[src/hw/rtl/pbcc_pkg.sv]
`default_nettype none

package pbcc_pkg;

    // Field widths
    localparam int POS_W   = 16;
    localparam int DIM_W   = 15;
    localparam int SEQ_W   = 16;
    localparam int CODE_W  = 5;
    localparam int HITS_W  = 6;
    localparam int TOTAL_W = 16;
    localparam int TOL_W   = 8;

    // Bounds are in half-millimetres; thresholds carry one more bit for the slack
    localparam int COORD_W = 18;
    localparam int THR_W   = 19;

    // Orientation codes
    localparam logic [CODE_W-1:0] ORIENT_MIN  = 5'd1;
    localparam logic [CODE_W-1:0] ORIENT_MAX  = 5'd24;
    localparam logic [CODE_W-1:0] ORIENT_HALF = 5'd12;

    // Result kinds
    localparam logic KIND_HIT     = 1'b0;
    localparam logic KIND_SUMMARY = 1'b1;

    typedef enum logic [1:0] {
        DIM_LEN,
        DIM_WID,
        DIM_HGT
    } dim_sel_t;

    typedef struct packed {
        logic     ok;
        dim_sel_t sx;
        dim_sel_t sy;
        dim_sel_t sz;
    } axes_t;

    typedef struct packed {
        logic                     first_of_pallet;
        logic signed [POS_W-1:0]  pos_x;
        logic signed [POS_W-1:0]  pos_y;
        logic signed [POS_W-1:0]  pos_z;
        logic [DIM_W-1:0]         box_length;
        logic [DIM_W-1:0]         box_width;
        logic [DIM_W-1:0]         box_height;
        logic [CODE_W-1:0]        orientation;
        logic [SEQ_W-1:0]         seq_num;
    } box_req_t;

    typedef struct packed {
        logic               kind;
        logic [SEQ_W-1:0]   hit_seq;
        logic [HITS_W-1:0]  box_hits;
        logic [TOTAL_W-1:0] stack_total;
        logic               orient_error;
        logic               store_full;
        logic               is_last;
    } result_t;

    typedef struct packed {
        logic [TOL_W-1:0] tolerance;
    } cfg_req_t;

    typedef struct packed {
        logic signed [COORD_W-1:0] min_x;
        logic signed [COORD_W-1:0] max_x;
        logic signed [COORD_W-1:0] min_y;
        logic signed [COORD_W-1:0] max_y;
        logic signed [COORD_W-1:0] min_z;
        logic signed [COORD_W-1:0] max_z;
        logic [SEQ_W-1:0]          seq;
    } entry_t;

    // Controller to datapath
    typedef struct packed {
        logic load;
        logic calc;
        logic thresh;
        logic idx_clear;
        logic idx_step;
        logic emit_hit;
        logic hit_pallet;
        logic emit_sum;
    } pbcc_cmd_t;

    // Datapath to controller
    typedef struct packed {
        logic slot_free;
        logic orient_bad;
        logic pallet_hit;
        logic entry_hit;
        logic scan_done;
    } pbcc_sts_t;

    // Map an orientation code to the article dimension on each axis
    function automatic axes_t orient_axes(input logic [CODE_W-1:0] code);
        logic [CODE_W-1:0] c;
        logic [CODE_W-1:0] m;
        logic [2:0]        grp;
        axes_t             a;
        c     = code - ORIENT_MIN;
        m     = (c >= ORIENT_HALF) ? (c - ORIENT_HALF) : c;
        grp   = {m[3:2], 1'b0} + {2'b00, m[0]};
        a.ok  = (code >= ORIENT_MIN) && (code <= ORIENT_MAX);
        case (grp)
            3'd0:    begin a.sx = DIM_LEN; a.sy = DIM_WID; a.sz = DIM_HGT; end
            3'd1:    begin a.sx = DIM_WID; a.sy = DIM_LEN; a.sz = DIM_HGT; end
            3'd2:    begin a.sx = DIM_LEN; a.sy = DIM_HGT; a.sz = DIM_WID; end
            3'd3:    begin a.sx = DIM_HGT; a.sy = DIM_LEN; a.sz = DIM_WID; end
            3'd4:    begin a.sx = DIM_HGT; a.sy = DIM_WID; a.sz = DIM_LEN; end
            3'd5:    begin a.sx = DIM_WID; a.sy = DIM_HGT; a.sz = DIM_LEN; end
            default: begin a.sx = DIM_LEN; a.sy = DIM_WID; a.sz = DIM_HGT; end
        endcase
        return a;
    endfunction

    function automatic logic [DIM_W-1:0] pick_dim(
        input logic [DIM_W-1:0] len,
        input logic [DIM_W-1:0] wid,
        input logic [DIM_W-1:0] hgt,
        input dim_sel_t         sel
    );
        logic [DIM_W-1:0] d;
        case (sel)
            DIM_LEN: d = len;
            DIM_WID: d = wid;
            DIM_HGT: d = hgt;
            default: d = len;
        endcase
        return d;
    endfunction

endpackage

`default_nettype wire

[src/hw/rtl/pbcc_ctrl.sv]
`default_nettype none

module pbcc_ctrl
    import pbcc_pkg::*;
(
    input  wire logic      clk,
    input  wire logic      rst_n,
    input  wire logic      in_valid,
    output logic           in_ready,
    input  wire pbcc_sts_t sts,
    output pbcc_cmd_t      cmd
);

    typedef enum logic [2:0] {
        S_IDLE,
        S_BOUNDS,
        S_THRESH,
        S_PALLET,
        S_SCAN,
        S_SUMMARY
    } state_t;

    state_t state_reg;
    state_t state_next;
    logic   in_ready_reg;

    // Sequence one box: load, bounds, thresholds, pallet check, scan, summary (a bad code skips to the summary)
    always_comb
    begin
        state_next = state_reg;
        cmd        = '0;
        case (state_reg)
            S_IDLE:
            begin
                if (in_valid)
                begin
                    cmd.load   = 1'b1;
                    state_next = S_BOUNDS;
                end
            end
            S_BOUNDS:
            begin
                cmd.calc      = 1'b1;
                cmd.idx_clear = 1'b1;
                state_next    = S_THRESH;
            end
            S_THRESH:
            begin
                cmd.thresh = 1'b1;
                state_next = S_PALLET;
            end
            S_PALLET:
            begin
                if (sts.orient_bad)
                begin
                    state_next = S_SUMMARY;
                end
                else if (!sts.pallet_hit)
                begin
                    state_next = S_SCAN;
                end
                else if (sts.slot_free)
                begin
                    cmd.emit_hit   = 1'b1;
                    cmd.hit_pallet = 1'b1;
                    state_next     = S_SCAN;
                end
            end
            S_SCAN:
            begin
                if (sts.scan_done)
                begin
                    state_next = S_SUMMARY;
                end
                else if (!sts.entry_hit)
                begin
                    cmd.idx_step = 1'b1;
                end
                else if (sts.slot_free)
                begin
                    cmd.emit_hit = 1'b1;
                    cmd.idx_step = 1'b1;
                end
            end
            S_SUMMARY:
            begin
                if (sts.slot_free)
                begin
                    cmd.emit_sum = 1'b1;
                    state_next   = S_IDLE;
                end
            end
            default:
            begin
                state_next = S_IDLE;
            end
        endcase
    end

    // Hold state and the input ready
    always_ff @(posedge clk or negedge rst_n)
    begin
        if (!rst_n)
        begin
            state_reg    <= S_IDLE;
            in_ready_reg <= 1'b1;
        end
        else
        begin
            state_reg    <= state_next;
            in_ready_reg <= (state_next == S_IDLE);
        end
    end

    assign in_ready = in_ready_reg;

    // A bad orientation code never produces hit reports
    ap_no_hit_bad_orient: assert property (@(posedge clk) disable iff (!rst_n)
        cmd.emit_hit |-> !sts.orient_bad)
        else $error("hit report issued for a bad orientation");

    // After the summary the controller is free for the next request
    ap_idle_after_sum: assert property (@(posedge clk) disable iff (!rst_n)
        cmd.emit_sum |=> (in_ready && state_reg == S_IDLE))
        else $error("controller not idle after summary");

endmodule

`default_nettype wire

[config.mk]
export PLATFORM = sky130hd
export DESIGN_NAME = pbcc_ctrl
export DESIGN_NICKNAME = d
export VERILOG_FILES = /design/src/hw/rtl/pbcc_pkg.sv /design/src/hw/rtl/pbcc_ctrl.sv
export SDC_FILE = /design/constraint.sdc
export NUM_CORES = 1
export LEC_CHECK = 0
export ABC_AREA = 1
export BUFFER_PORTS_ARGS = -buffer_cell sky130_fd_sc_hd__buf_4
export CAP_MARGIN = 20
export CORE_AREA = 8 8 45 47
export CTS_CLUSTER_SIZE = 16
export DETAILED_ROUTE_END_ITERATION = 6
export DIE_AREA = 0 0 53 55
export GPL_ROUTABILITY_DRIVEN = 0
export SLEW_MARGIN = 15
export SYNTH_ARGS = -nofsm -noshare
export SYNTH_HDL_FRONTEND = slang
export SYNTH_SLANG_ARGS = --single-unit
[constraint.sdc]
create_clock -name clk -period 1.15 [get_ports clk]
set_clock_uncertainty 0.05 [all_clocks]
set_input_delay 0.23 -clock clk [delete_from_list [all_inputs] [get_ports clk]]
set_output_delay 0.23 -clock clk [all_outputs]
set_load 0.01 [all_outputs]
==> flow_summary.yaml <==
timing:
  setup_tns_ns: -2.44
  tightest_slew_ns: 0.259
  drv_slew: 0
  setup_ws_ns: -0.353
  max_freq_mhz: 665
  setup_viol: 11
  finalHoldViolCount: 0
  finalCritPeriodShare_pct: 131
  period_needed_ns: 1.50
  rsz0062_at_grt: "yes"
  slew_headroom_pct: 82.7
drt:
  vias: 455
  detail_route.first_pass.iterations: 2
  drt_iter0_markers: 4
  drtAntennaViolNets: 0
  drc: 0
  viasPerCell: 4.17
  routedWlPerCell_um: 10.9
  wl_um: 1190
clock_tree:
  clock_latency_ns: 0.25
  cts_root_buffer: "clkbuf_4"
  cts_tree: "built"
  clkTransAtPathRegs_ns: 0.05
  cts_sinks: 4
  cts_buffers: 3
  ctsHtreeMaxLevel: 1
  clock_path_buffers: 2
power:
  vdd_drop_max_mv: 1.12
  switching_power_uw: 784
  pwr-share-clk_pct: 11.3
  power.internal_mw: 1.04
  seqPwrFrac_pct: 16.2
  pwr-share-comb_pct: 72.5
  power.density_mw_per_mm2: 2400
  power_mw: 1.82
  p_leak_nw: 0.405
  swShare_pct: 43.1
cells_and_area:
  finalNonFillerCells: 109
  mostFrequentLayoutCells: "25 x buf_4, 10 x nand2_1, 9 x inv_1"
  multi_input_area_sq_um: 270
  drive_gt1_share_pct: 68.8
  fillers: 127
  final_common_cell: "buf_4"
  nets: 102
  syn_to_final_growth_pct: 125
  largest_reg_flops: 3
  diodes: 0
  final_area_sq_um: 757
  seqCellArea_sq_um: 104
synthesis:
  synth_nets: 64
  synthDominantCellAreaShare_pct: 22.3
  synth_xor_area_share_pct: 0
  syn-instance-count: 56
  synthMuxAreaShare_pct: 0
  synth-simple-area-share_pct: 48.0
  synth_compound_area_share_pct: 5.20
  synth_area_leader_cell: "dfrtp_1"
  netlist_area_sq_um: 337
  yosys_warnings: 0
  ys_top_cells_by_area: "dfrtp_1 22%, nand2_1 17%, inv_1 13%, nor2_1 10%, dfstp_2 7.8%"
  ys_ff_latch: 4
  synth-seq-area-share_pct: 30.1
  synth_cell_type_count: 14
  avgSynthCellArea_sq_um: 6.01
  synth_fa_ha_area_share_pct: 0
  synth_top_family_by_area: "simple AND/OR/NAND/NOR gates"
critical_path:
  worstSetupEndpointType: "output port"
  r2r_cells: 9
  worstPathRequired_ns: 0.87
  r2r-start: "state_reg[1]$_DFF_PN0_"
  rrSetupSlack_ns: -0.09
  critPathKind: "register to output port"
  start_kind: "register"
  crit_arrival_ns: 1.22
  crit_fanout: 3
  r2r_end: "in_ready$_DFF_PN1_"
status:
  violations: "negative setup slack"
  status: "finished with violations"
grt:
  antenna_found_initial: 0
  grt_overflow: 0
  grt_start_max_net_pins: 7
  grt_usage_pct: 8.32
  grt_pass1_wl_um: 1790
  grt_pass1_vias: 473
floorplanning:
  std_cell_rows: 14
  die_w_um: 53
  num_io_pins: 17
  die_area_sq_mm: 0.00292
  initial_core_util_pct: 24.3
  core_region_area_sq_mm: 0.00138
  fp.dieH_um: 55
place:
  portBuffers: 16
  dpl_cell_area_sq_um: 593
  hpwlAfterDp_um: 861
  dp_cells: 101
job:
  maxCapViolations: 0
hold_path:
  hold_path_class: "input port to async pin"
[area by class of cell]
class                   instances  share of cell area (%)
clock buffers                   4                    3.47
inverters                      13                    6.45
multi-input cells              38                    35.7
flip-flops and latches          4                    13.7
well taps                      16                    2.64
repair buffers                 34                    38.0
[cells by family (layout without fill, tap and decap cells)]
kind of cell	count (synthesis)	count (layout)
simple gates	36	36
compound gates	2	2
flops	4	4
buf+inv	14	51
[per-layer routing]
layer / routed length, um / global-route usage, %
met2: 714 / 17.4
met5: 0 / 0
met1: 400 / 6.86
met4: 0 / 1.29
met3: 76 / 4.01
[metrics by stage]
| step | worst slack [ns] | hold WS, ns | util, % |
|---|---|---|---|
| after floorplan | -0.0274 | -0.116 | - |
| after global routing | -0.408 | 0.266 | 54.7 |
| after global placement | -0.121 | -0.0236 | 42.9 |
| after detailed placement | -0.142 | -0.0231 | 42.9 |
| final | -0.353 | 0.280 | 54.7 |
| after CTS | -0.405 | 0.247 | 48.1 |
[Yosys cell counts]
library cell / n
dfrtp_1: 3
inv_1: 12
dfstp_2: 1
nor2_2: 2
o31ai_2: 1
nand3_1: 3
nor2_1: 9
buf_4: 1
nand2_2: 3
nand3_2: 1
nand2_1: 15
o21ai_0: 1
inv_2: 1
nor3_1: 3
[power by group through the flow]
stage / combinational [mW] / sequential [mW] / clock, mW
6_report: 1.32 / 0.295 / 0.205
5_1_grt: 1.43 / 0.305 / 0.231
4_1_cts: 1.05 / 0.279 / 0.217
3_5_place_dp: 0.924 / 0.278 / 0
3_3_place_gp: 0.911 / 0.275 / 0
2_1_floorplan: 0.464 / 0.289 / 0
[worst max path at each step]
| stage | start | to | slack [ns] | depth (start not counted) |
|---|---|---|---|---|
| global route | state_reg[0]$_DFF_PN0_ | cmd[2] | -0.41 | 5 |
| detailed placement | state_reg[1]$_DFF_PN0_ | cmd[2] | -0.14 | 5 |
| global placement | state_reg[1]$_DFF_PN0_ | cmd[2] | -0.12 | 5 |
| finish | state_reg[1]$_DFF_PN0_ | cmd[2] | -0.35 | 5 |
| CTS | state_reg[1]$_DFF_PN0_ | cmd[2] | -0.40 | 5 |
| floorplan | state_reg[0]$_DFF_PN0_ | cmd[3] | -0.03 | 5 |
[critical path, stage by stage (launching register included)]
cell	delay, ns
dfrtp_2	0.39
nand2_2	0.08
nor2_4	0.12
inv_2	0.06
o31ai_4	0.19
buf_6	0.13
[what timing repair did]
action,4_1_cts,5_1_grt
buffers inserted,1,2
hold buffers,1,0
endpoints found under the hold margin,4,0
endpoints found under the setup margin,11,13
pin swaps,4,4
resized for setup,11,21
No activity file was read; power rests on OpenSTA's default activity.
